**src/rtl/lcft_pkg.sv**
```systemverilog
package lcft_pkg;

  // Ring size and derived widths
  localparam int NUM_PIXELS = 12;
  localparam int PIX_W      = 6;
  localparam int ADDR_W     = (NUM_PIXELS > 1) ? $clog2(NUM_PIXELS) : 1;
  localparam int CFG_IDX_W  = 3;
  localparam int UPC_W      = 4;

  localparam logic [15:0] ONE_Q = 16'd256;

  typedef logic [UPC_W-1:0] upc_t;

  // One ring entry: three unsigned Q8.8 channels
  typedef struct packed {
    logic [15:0] r;
    logic [15:0] g;
    logic [15:0] b;
  } level_t;

  typedef enum logic [CFG_IDX_W-1:0] {
    CFG_HEAD_PERIOD = 3'd0,
    CFG_FADE_SPAN   = 3'd1,
    CFG_FADE_RATE   = 3'd2,
    CFG_HEAD_RED    = 3'd3,
    CFG_HEAD_GREEN  = 3'd4,
    CFG_HEAD_BLUE   = 3'd5
  } cfg_idx_t;

  typedef enum logic [3:0] {
    OP_WAIT,
    OP_MUL,
    OP_STEP,
    OP_HEAD_RD,
    OP_HEAD_WR,
    OP_FADE_CHK,
    OP_PIX_RD,
    OP_PIX_MUL,
    OP_PIX_OUT,
    OP_FADE_INC
  } op_t;

  // Jump is taken when the condition holds, else fall through to the next step
  typedef enum logic [1:0] {
    COND_ALWAYS,
    COND_NO_WRAP,
    COND_NO_FADE,
    COND_MORE_PIX
  } cond_t;

  typedef struct packed {
    op_t   op;
    cond_t cond;
    upc_t  jump;
  } ucode_t;

  localparam upc_t UA_IDLE = 4'd0;
  localparam upc_t UA_MUL  = 4'd1;
  localparam upc_t UA_STEP = 4'd2;
  localparam upc_t UA_HRD  = 4'd3;
  localparam upc_t UA_HWR  = 4'd4;
  localparam upc_t UA_FCHK = 4'd5;
  localparam upc_t UA_PRD  = 4'd6;
  localparam upc_t UA_PMUL = 4'd7;
  localparam upc_t UA_POUT = 4'd8;
  localparam upc_t UA_FINC = 4'd9;

  function automatic ucode_t ucode_rom(upc_t addr);
    ucode_t w;
    begin
      w = '{op: OP_WAIT, cond: COND_ALWAYS, jump: UA_IDLE};
      case (addr)
        UA_IDLE: w = '{op: OP_WAIT,     cond: COND_ALWAYS,   jump: UA_MUL};
        UA_MUL:  w = '{op: OP_MUL,      cond: COND_ALWAYS,   jump: UA_STEP};
        UA_STEP: w = '{op: OP_STEP,     cond: COND_NO_WRAP,  jump: UA_FCHK};
        UA_HRD:  w = '{op: OP_HEAD_RD,  cond: COND_ALWAYS,   jump: UA_HWR};
        UA_HWR:  w = '{op: OP_HEAD_WR,  cond: COND_ALWAYS,   jump: UA_FCHK};
        UA_FCHK: w = '{op: OP_FADE_CHK, cond: COND_NO_FADE,  jump: UA_FINC};
        UA_PRD:  w = '{op: OP_PIX_RD,   cond: COND_ALWAYS,   jump: UA_PMUL};
        UA_PMUL: w = '{op: OP_PIX_MUL,  cond: COND_ALWAYS,   jump: UA_POUT};
        UA_POUT: w = '{op: OP_PIX_OUT,  cond: COND_MORE_PIX, jump: UA_PRD};
        UA_FINC: w = '{op: OP_FADE_INC, cond: COND_ALWAYS,   jump: UA_IDLE};
        default: w = '{op: OP_WAIT,     cond: COND_ALWAYS,   jump: UA_IDLE};
      endcase
      return w;
    end
  endfunction

endpackage

```
**src/rtl/led_chase_fading_trail_top.sv**
```systemverilog
// LED chase with a fading trail over a ring of NUM_PIXELS LEDs. Each accepted
// word with tick high is one frame: the step counter may move the head one
// place (a dark head pixel takes the head colour), and a fade pass comes every
// fade_span frames (every frame when fade_span is below two; the first one
// after reset on frame fade_span+2). A fade pass emits one output word per
// pixel, index 0 first, with last_pixel on the final one, and as it goes
// scales the lit channels by fade_rate/256.
// A word with tick low is taken and does nothing. A frame without a fade pass
// runs wait, multiply, step, fade check and fade count update, plus a head
// read and write after the step when the head moves; a fade pass adds a read,
// a multiply and an emit per pixel, stalling while the output is held off.
// The pixel store clears through per-entry valid bits, so no clearing pass
// follows reset. Configuration registers are written through cfg_we,
// cfg_index and cfg_data and should change only while the block is idle.
module led_chase_fading_trail_top
  import lcft_pkg::*;
(
  input  logic                 clk,
  input  logic                 rst,
  input  logic                 cfg_we,
  input  logic [CFG_IDX_W-1:0] cfg_index,
  input  logic [7:0]           cfg_data,
  input  logic                 in_valid,
  output logic                 in_ready,
  input  logic                 tick,
  output logic                 out_valid,
  input  logic                 out_ready,
  output logic [PIX_W-1:0]     pixel_index,
  output logic [7:0]           red,
  output logic [7:0]           green,
  output logic [7:0]           blue,
  output logic                 last_pixel
);

  localparam logic [PIX_W:0]    NUM_PIX_EXT = (PIX_W + 1)'(NUM_PIXELS);
  localparam logic [ADDR_W-1:0] LAST_ADDR   = ADDR_W'(NUM_PIXELS - 1);

  // Configuration registers
  logic [7:0] head_period;
  logic [7:0] fade_span;
  logic [7:0] fade_rate;
  logic [7:0] head_red;
  logic [7:0] head_green;
  logic [7:0] head_blue;

  // Sequencer and control state
  upc_t              upc;
  upc_t              upc_next;
  ucode_t            ctl;
  logic [15:0]       step_count;
  logic [PIX_W-1:0]  head_position;
  logic [8:0]        fade_count;
  logic [ADDR_W-1:0] pix;

  // Datapath registers
  logic [15:0] period;
  level_t      rd_data;
  logic        rd_ok;
  level_t      fade_level;
  logic        lit;
  logic [7:0]  lit_r;
  logic [7:0]  lit_g;
  logic [7:0]  lit_b;

  // Pixel store
  level_t            level [NUM_PIXELS];
  logic [NUM_PIXELS-1:0] level_ok;
  logic              wr_en;
  logic [ADDR_W-1:0] wr_addr;
  level_t            wr_data;
  logic              rd_en;
  logic [ADDR_W-1:0] rd_addr;

  logic              hold;
  logic              cond_true;
  logic              out_load;
  logic [15:0]       step_inc;
  logic              wrap;
  logic              fade_due;
  logic [PIX_W-1:0]  head_inc;
  logic              head_over;
  level_t            cur;
  logic              dark;
  logic              cur_lit;
  logic [23:0]       prod_r;
  logic [23:0]       prod_g;
  logic [23:0]       prod_b;

  assign ctl = ucode_rom(upc);

  assign in_ready = (ctl.op == OP_WAIT);
  assign out_load = (ctl.op == OP_PIX_OUT) && (!out_valid || out_ready);

  assign step_inc  = (step_count != 16'hFFFF) ? step_count + 16'd1 : step_count;
  assign wrap      = (step_inc >= period);
  assign fade_due  = (fade_count > {1'b0, fade_span});
  assign head_inc  = head_position + PIX_W'(1);
  assign head_over = ({1'b0, head_inc} >= NUM_PIX_EXT);

  assign cur     = rd_ok ? rd_data : '0;
  assign dark    = (cur.r < ONE_Q) && (cur.g < ONE_Q) && (cur.b < ONE_Q);
  assign cur_lit = (cur.r > ONE_Q) || (cur.g > ONE_Q) || (cur.b > ONE_Q);
  assign prod_r  = 24'(cur.r) * 24'(fade_rate);
  assign prod_g  = 24'(cur.g) * 24'(fade_rate);
  assign prod_b  = 24'(cur.b) * 24'(fade_rate);

  always_comb begin
    hold = 1'b0;
    if (ctl.op == OP_WAIT) begin
      hold = !(in_valid && tick);
    end else if (ctl.op == OP_PIX_OUT) begin
      hold = !out_load;
    end
  end

  always_comb begin
    unique case (ctl.cond)
      COND_ALWAYS:   cond_true = 1'b1;
      COND_NO_WRAP:  cond_true = !wrap;
      COND_NO_FADE:  cond_true = !fade_due;
      COND_MORE_PIX: cond_true = (pix != LAST_ADDR);
      default:       cond_true = 1'b1;
    endcase
  end

  always_comb begin
    if (hold) begin
      upc_next = upc;
    end else if (cond_true) begin
      upc_next = ctl.jump;
    end else begin
      upc_next = upc + upc_t'(1);
    end
  end

  // Store port selection
  assign rd_en   = (ctl.op == OP_HEAD_RD) || (ctl.op == OP_PIX_RD);
  assign rd_addr = (ctl.op == OP_HEAD_RD) ? head_position[ADDR_W-1:0] : pix;

  always_comb begin
    wr_en   = 1'b0;
    wr_addr = pix;
    wr_data = fade_level;
    if (ctl.op == OP_HEAD_WR && dark) begin
      wr_en   = 1'b1;
      wr_addr = head_position[ADDR_W-1:0];
      wr_data = '{r: {head_red, 8'h00}, g: {head_green, 8'h00}, b: {head_blue, 8'h00}};
    end else if (out_load && lit) begin
      wr_en = 1'b1;
    end
  end

  always_ff @(posedge clk) begin
    if (wr_en) begin
      level[wr_addr] <= wr_data;
    end
    if (rd_en) begin
      rd_data <= level[rd_addr];
    end
  end

  always_ff @(posedge clk) begin
    if (rst) begin
      level_ok <= '0;
      rd_ok    <= 1'b0;
    end else begin
      if (wr_en) begin
        level_ok[wr_addr] <= 1'b1;
      end
      if (rd_en) begin
        rd_ok <= level_ok[rd_addr];
      end
    end
  end

  // Configuration and control state
  always_ff @(posedge clk) begin
    if (rst) begin
      head_period   <= 8'd15;
      fade_span     <= 8'd5;
      fade_rate     <= 8'd246;
      head_red      <= 8'd255;
      head_green    <= 8'd0;
      head_blue     <= 8'd255;
      upc           <= UA_IDLE;
      step_count    <= '0;
      head_position <= '0;
      fade_count    <= '0;
      pix           <= '0;
      out_valid     <= 1'b0;
    end else begin
      if (cfg_we) begin
        case (cfg_index)
          CFG_HEAD_PERIOD: head_period <= cfg_data;
          CFG_FADE_SPAN:   fade_span   <= cfg_data;
          CFG_FADE_RATE:   fade_rate   <= cfg_data;
          CFG_HEAD_RED:    head_red    <= cfg_data;
          CFG_HEAD_GREEN:  head_green  <= cfg_data;
          CFG_HEAD_BLUE:   head_blue   <= cfg_data;
          default: ;
        endcase
      end

      upc <= upc_next;

      if (ctl.op == OP_STEP) begin
        if (wrap) begin
          step_count    <= '0;
          head_position <= head_over ? '0 : head_inc;
        end else begin
          step_count <= step_inc;
        end
      end

      if (ctl.op == OP_FADE_CHK && fade_due) begin
        fade_count <= 9'd1;
        pix        <= '0;
      end else if (ctl.op == OP_FADE_INC && fade_count != 9'h1FF) begin
        fade_count <= fade_count + 9'd1;
      end

      if (out_load && pix != LAST_ADDR) begin
        pix <= pix + ADDR_W'(1);
      end

      if (out_load) begin
        out_valid <= 1'b1;
      end else if (out_ready) begin
        out_valid <= 1'b0;
      end
    end
  end

  // Payload registers
  always_ff @(posedge clk) begin
    if (ctl.op == OP_MUL) begin
      period <= 16'(head_period) * 16'(fade_span);
    end
    if (ctl.op == OP_PIX_MUL) begin
      lit   <= cur_lit;
      lit_r <= cur_lit ? cur.r[15:8] : 8'd0;
      lit_g <= cur_lit ? cur.g[15:8] : 8'd0;
      lit_b <= cur_lit ? cur.b[15:8] : 8'd0;
      fade_level.r <= (cur.r > ONE_Q) ? prod_r[23:8] : 16'd0;
      fade_level.g <= (cur.g > ONE_Q) ? prod_g[23:8] : 16'd0;
      fade_level.b <= (cur.b > ONE_Q) ? prod_b[23:8] : 16'd0;
    end
    if (out_load) begin
      pixel_index <= PIX_W'(pix);
      red         <= lit_r;
      green       <= lit_g;
      blue        <= lit_b;
      last_pixel  <= (pix == LAST_ADDR);
    end
  end

  // Head stays inside the ring
  a_head_in_ring: assert property (@(posedge clk) disable iff (rst)
    ({1'b0, head_position} < NUM_PIX_EXT))
    else $error("head position outside the ring");

  // A word with tick low leaves the sequencer waiting for the next word
  a_idle_tick: assert property (@(posedge clk) disable iff (rst)
    (in_valid && in_ready && !tick) |=> in_ready)
    else $error("idle tick started work");

  // The last pixel of a pass is followed by the fade counter update
  a_pass_end: assert property (@(posedge clk) disable iff (rst)
    (out_load && pix == LAST_ADDR) |=> (upc == UA_FINC))
    else $error("fade pass did not end after the last pixel");

endmodule
```
**config.mk**
```make
export PLATFORM = sky130hd
export DESIGN_NAME = led_chase_fading_trail_top
export DESIGN_NICKNAME = d
export VERILOG_FILES = /design/src/rtl/lcft_pkg.sv /design/src/rtl/led_chase_fading_trail_top.sv
export SDC_FILE = /design/constraint.sdc
export NUM_CORES = 2
export LEC_CHECK = 0
export ABC_AREA = 1
export BUFFER_PORTS_ARGS = -buffer_cell sky130_fd_sc_hd__buf_2
export CAP_MARGIN = 40
export CORE_ASPECT_RATIO = 0.9
export CORE_MARGIN = 1.5
export CORE_UTILIZATION = 25
export CTS_CLUSTER_SIZE = 16
export DETAILED_ROUTE_END_ITERATION = 7
export PLACE_DENSITY = 0.37
export SYNTH_ARGS = -nofsm -noshare
export SYNTH_HDL_FRONTEND = slang
export SYNTH_SLANG_ARGS = --single-unit
```
**constraint.sdc**
```tcl
create_clock -name clk -period 4.84 [get_ports clk]
set_clock_uncertainty 0.1 [all_clocks]
set_input_delay 0.242 -clock clk [delete_from_list [all_inputs] [get_ports clk]]
set_output_delay 0.242 -clock clk [all_outputs]
set_load 0.02 [all_outputs]
```
## Word-level counts from Yosys, hierarchy flattened

Memories as Yosys holds them, arrays and structs flattened. A register that Yosys moved wholly into a read port is not among the register bits.
Index checks and enable logic that the tools add are counted.

| storage, ports and cells | value |
|---|---|
| memory bits (read-only) | 160 |
| output and inout port bits | 33 |
| RAM bits | 576 |
| register bits | 219 |
| input bits | 17 |
| memories | 2 |

Memory list:

| memory | words | bits a word | rd ports | clocked after Yosys merged registers in | write ports | RTL line | text |
|---|---|---|---|---|---|---|---|
| level | 12 | 48 | 1 | 1 | 1 | led_chase_fading_trail_top.sv:66 | `level_t level [NUM_PIXELS];` |
| (no name shown) | 16 | 10 | 1 | 1 | 0 | lcft_pkg.sv:72 | `case (addr)` |

| cells by class | value |
|---|---|
| eq/ne operators | 21 |
| bitwise logic cells | 1 |
| multipliers | 4 |
| order comparisons | 12 |
| $add $sub $neg | 5 |
| mux-type cells | 27 |
| reductions and logical operators | 33 |

Operators with widths:

| kind | count |
|---|---|
| 48-bit two-way mux | 2 |
| 16-bit by 8-bit multiplier with 24-bit output | 3 |
| 16-bit by 9-bit > comparator with 1-bit output (second input constant) | 3 |
| 16-bit by 9-bit < comparator with 1-bit output (second input constant) | 3 |
| 16-bit two-way mux | 2 |
| 4-bit two-way mux | 7 |
| 16-bit by 1-bit adder with 16-bit output (second input constant) | 1 |
| 4-bit by 3-bit == test with 1-bit output (second input constant) | 4 |
| 16-bit >= comparator | 1 |
| 8-bit by 8-bit multiplier with 16-bit output | 1 |
| 16-bit inequality test (second input constant) | 1 |
| 2-bit AND reduction | 7 |
| 4-bit == test (second input constant) | 3 |
| 1-bit two-way mux | 12 |
| 12-bit OR | 1 |
| 1-bit logical AND | 10 |
| 4-bit by 5-bit < comparator with 1-bit output (second input constant) | 2 |
| 9-bit by 1-bit adder with 9-bit output (second input constant) | 1 |
| 9-bit by 8-bit > comparator with 1-bit output | 1 |
| 9-bit inequality test (second input constant) | 1 |
| 4-bit by 1-bit adder with 4-bit output (second input constant) | 2 |
| 4-bit by 2-bit == test with 1-bit output (second input constant) | 2 |
| 6-bit by 1-bit adder with 6-bit output (second input constant) | 1 |
| 3-bit by 2-bit == test with 1-bit output (second input constant) | 2 |
| 19 further kinds | 30 |

## Logic depth before layout (Yosys ltp)

| logic depth | value |
|---|---|
| depth after elaboration | 11 |
| gate-level depth with buffers | 29 |
| mapped depth without buffers | 29 |

## Least setup slack after synthesis

Ideal clock, no wire load.

| timing path | value |
|---|---|
| kind | reg-to-reg |
| from | register rd_ok |
| to | register fade_level[46] in the netlist's numbering, data pin |
| period minus slack after synthesis | 4.973 ns |
| library setup time | 0.253 ns |
| arrival time | 4.620 ns |
| cell stages (with the launch flop) | 25 |
| path slack | -0.133 ns |
| cell sequence | dfxtp_1 > buf_6 > buf_6 > buf_2 > buf_1 > nand3_1 > fa_1 > fa_1 > inv_1 > fa_1 > inv_1 > fa_1 > inv_1 > ha_1 > nand2_1 > inv_1 > nand3_1 > o21ai_1 > a21oi_1 > o21ai_1 > a21oi_1 > o21ai_1 > nand2_1 > nand2_1 > nor2_1 |

| on the way | value |
|---|---|
| longest elaborated chain between the ends | 2 |
| elaborated cells between the ends (all ways) | 3 |
| classes of those cells | mul: 1; order compare: 1; mux: 1 |

Ends and longest elaborated chain:

| item | RTL line | text |
|---|---|---|
| start: declaration | led_chase_fading_trail_top.sv:58 | `logic rd_ok;` |
| start signal: assignment | led_chase_fading_trail_top.sv:171 | `rd_ok <= level_ok[rd_addr];` |
| 48-bit two-way mux (*) | led_chase_fading_trail_top.sv:100 | `assign cur = rd_ok ? rd_data : '0;` |
| 16-bit by 8-bit multiplier with 24-bit output / 16-bit by 9-bit > comparator with 1-bit output (equally long branches) | led_chase_fading_trail_top.sv:103, led_chase_fading_trail_top.sv:244 |  |
| end: declaration | led_chase_fading_trail_top.sv:59 | `level_t fade_level;` |

Every way passes the cells marked *; elsewhere a longest branch is shown, timed or not.
A chain may end at the register's enable or synchronous reset.

## Worst setup path after layout

| timing path | value |
|---|---|
| from | register rd_ok |
| to | register fade_level[26] in the netlist's numbering, data pin |

| on the way | value |
|---|---|
| longest elaborated chain between the ends | 2 |
| elaborated cells between the ends (all ways) | 3 |
| classes of those cells | mul: 1; order compare: 1; mux: 1 |

Ends and longest elaborated chain:

| item | RTL line |
|---|---|
| 48-bit two-way mux (*) | led_chase_fading_trail_top.sv:100 |
| 16-bit by 8-bit multiplier with 24-bit output / 16-bit by 9-bit > comparator with 1-bit output (equally long branches) | led_chase_fading_trail_top.sv:104, led_chase_fading_trail_top.sv:245 |

Marked as above.

==> metrics.cfg <==
[finish]
final_area_sq_um=58200
layout_commonest_cell=edfxtp_1
nNetsFinal=5598
final_cell_mix=edfxtp_1, nand2_1, nor2_1
drive_gt1_share_pct=17.2
area_growth_pct=22.4
fillers=19700
postLayoutCoreUtil_pct=30.9

[cts]
htreeDepth=3
clockRootBuffer=clkbuf_16
clkLatencyLatePin_ps=720
clockBufferDepth=3
tritoncts=built
clk_pin_slew_worst_paths_ps=60
cts_sinks=853
cts_made_buffers=101

[detailed_routing]
postRouteAntennaNets=0
drt_iter0_drc=2344
vias=34300
routedWlPerCell_um=20.3
via_per_inst=4.45
drt_wl_total_um=156000
firstDrtPassIters=5
drcViolationCount=0

[pwr]
power_density_nw_per_um2=402
internal-power_mw=15.4
p_clk_share_pct=30.9
ir_worst_vdd_mv=0.254
power_frac_comb_pct=30.1
seqPwrFrac_pct=39.0
leakagePower_nw=24.0
power_mw=23.4
switchingPower_mw=8.03
switching_share_pct=34.3

[timing]
finalSetupViolCount=0
tns_ps=0
rsz0062_at_grt=true
max_slew_margin_pct=33.9
fin_crit_ps=4770
report.final.slew_viol_count=0
worstMarginPinSlew_ps=982
timing.hold.ws_ps=162
hold_violations=0
clock.fmax_mhz=210
period_share_pct=98.6

[placement]
hpwl_um=107000
placed_cell_area_sq_um=53500
gp_congestion=0.836
numPortBuffers=47

[synth]
yosys.area.top_type=edfxtp_1
ys_warn_count=0
ys_seq_elements=853
synth_top_area_share_pct=46.8
postSynthAreaPerCell_sq_um=10.0
yosysUniqueCellTypes=55
async_reset_ff_share_pct=0
synthTopCellsByArea=edfxtp_1, fa_1, nand2_1, nor2_1, ha_1
synth_edf_count=742
synthesis.area_sq_um=47600
ys_seq_area_share_pct=51.5
synth_ff_type=edfxtp_1
netlist_instances=4741

[critical_path]
critPathMaxFanout=7
worstPathArrival_ps=5130
endpoint_kind=flop
critPathKind=reg2reg
reg2reg_depth=21
cp-start-kind=flop
worstPathRequired_ps=5190
r2r_start=rd_ok
r2r-end=fade_level[26]
r2r_slack_ps=70

[die]
die_area_sq_um=193000
start_util_pct=25.2
core_sq_um=189000
die_y_um=417
die_w_um=463
ios=50
fp-row-count=151

[global_routing]
grt_usage_pct=16.1
overflow=0
grt_max_degree=108
grt_pass1_vias=34600
antenna_found_initial=13
grt_pass1_wl_um=232000

[run_status]
status=complete, no violations

[hold_path]
min_path_cells=7
min_path_type=in2reg
min_to=ctl[7]
hold_start=tick

[flow_run]
maxCapViolCount=0

[stage by stage]
step,worst slack (ps),std cells
after floorplan,-13.2,4742
after global placement,-395,7477
after detailed placement,-334,7482
after CTS,-9.35,7694
after global routing,-154,7711
final,67.1,7713
[final cells by class]
type	count	area, sq um	share of cell area, %
Tap cell	2524	3160	5.42
Timing Repair Buffer	466	4100	7.04
Antenna cell	3	7.51	0.0129
Clock buffer	144	2760	4.74
Multi-Input combinational cell	3053	21000	36.0
Clock inverter	39	312	0.535
Inverter	631	2400	4.12
Sequential cell	853	24500	42.1
[how the worst max path moves through the flow]
| stage | startpoint | to | slack, ps | cells past startpoint |
|---|---|---|---|---|
| 2_1_floorplan | rd_ok | fade_level[46] | -10 | 24 |
| 3_3_place_gp | rd_ok | fade_level[10] | -390 | 18 |
| 3_5_place_dp | rd_ok | fade_level[14] | -330 | 18 |
| 4_1_cts | rd_ok | fade_level[30] | -9 | 22 |
| 5_1_grt | rd_ok | fade_level[26] | -150 | 25 |
| 6_report | rd_ok | fade_level[26] | 70 | 21 |
[Yosys cell counts, drive strengths merged (5+ instances only)]
cell type  number
and2            5
clkbuf        156
xor2           23
nor2          760
nand4          25
o22ai          97
fa            285
nand2         769
inv           628
o211ai         10
a21oi         165
o21a           10
o221ai          6
nand3         229
dfxtp         111
a21boi          5
xnor2          16
buf            49
nor4            8
ha            190
nor3           18
edfxtp        742
o21ai         398
[repair_timing]
action / 4_1_cts / 5_1_grt
hold buffers: 18 / 0
endpoints found under the hold margin: 52 / 0
endpoints found under the setup margin: 29 / 43
pin swaps: 27 / 64
setup buffers: 10 / 15
gates cloned: 2 / 1
gates resized for setup: 86 / 221
[registers in the layout, summed over array words and instances (netlist names), 9 cells and up]
name / cells
ctl: 10
step_count: 16
period: 16
fade_level: 48
level: 576
rd_data: 48
fade_count: 9
level_ok: 12
[worst max-delay path, cell delays in order, from the launching register on]
cell and delay, ps:
dfxtp_4 380, buf_8 150, buf_16 160, nand3_1 110, fa_1 540, fa_1 560, inv_1 60, fa_1 470
inv_1 50, fa_1 480, inv_1 60, ha_4 290, nand2_1 90, buf_4 160, nor4_4 260, buf_4 160
nand2_1 60, nand2_2 70, nand2_1 50, nand2_1 70, nand2_1 50, nor3b_1 140
[routing by layer]
metal	part of all wire, %	track usage (%)	vias up	wire (um)
met1	50	24.1	17100	78800
met5	0	0	-	0
li1	-	-	16400	-
met4	1.7	3.46	0	2590
met2	44	24.6	656	68300
met3	4.2	2.07	150	6550
[power by group through the flow]
stage / Clock [mW] / Combinational (mW) / Sequential [mW]
6_report: 7.23 / 7.05 / 9.13
5_1_grt: 7.77 / 7.86 / 9.17
4_1_cts: 7.49 / 6.83 / 9.13
3_5_place_dp: 0 / 6.62 / 9.28
3_3_place_gp: 0 / 6.67 / 9.29
2_1_floorplan: 0 / 3.75 / 9.22
[cells by family (layout without fill, tap and decap cells)]
| group | Yosys count | in the layout | synth area share, % |
|---|---|---|---|
| other | 1 | 5 | 0.00788 |
| flip-flops | 853 | 853 | 51.5 |
| AND/OR/NAND/NOR | 1825 | 1825 | 15.8 |
| AO/OA/AOI/OAI | 712 | 712 | 8.15 |
| buffers and inverters | 836 | 1280 | 6.82 |
| XOR/XNOR | 39 | 39 | 0.718 |
| adder cells (fa/ha/maj) | 475 | 475 | 17.0 |
No activity file was read; power rests on OpenSTA's default activity.
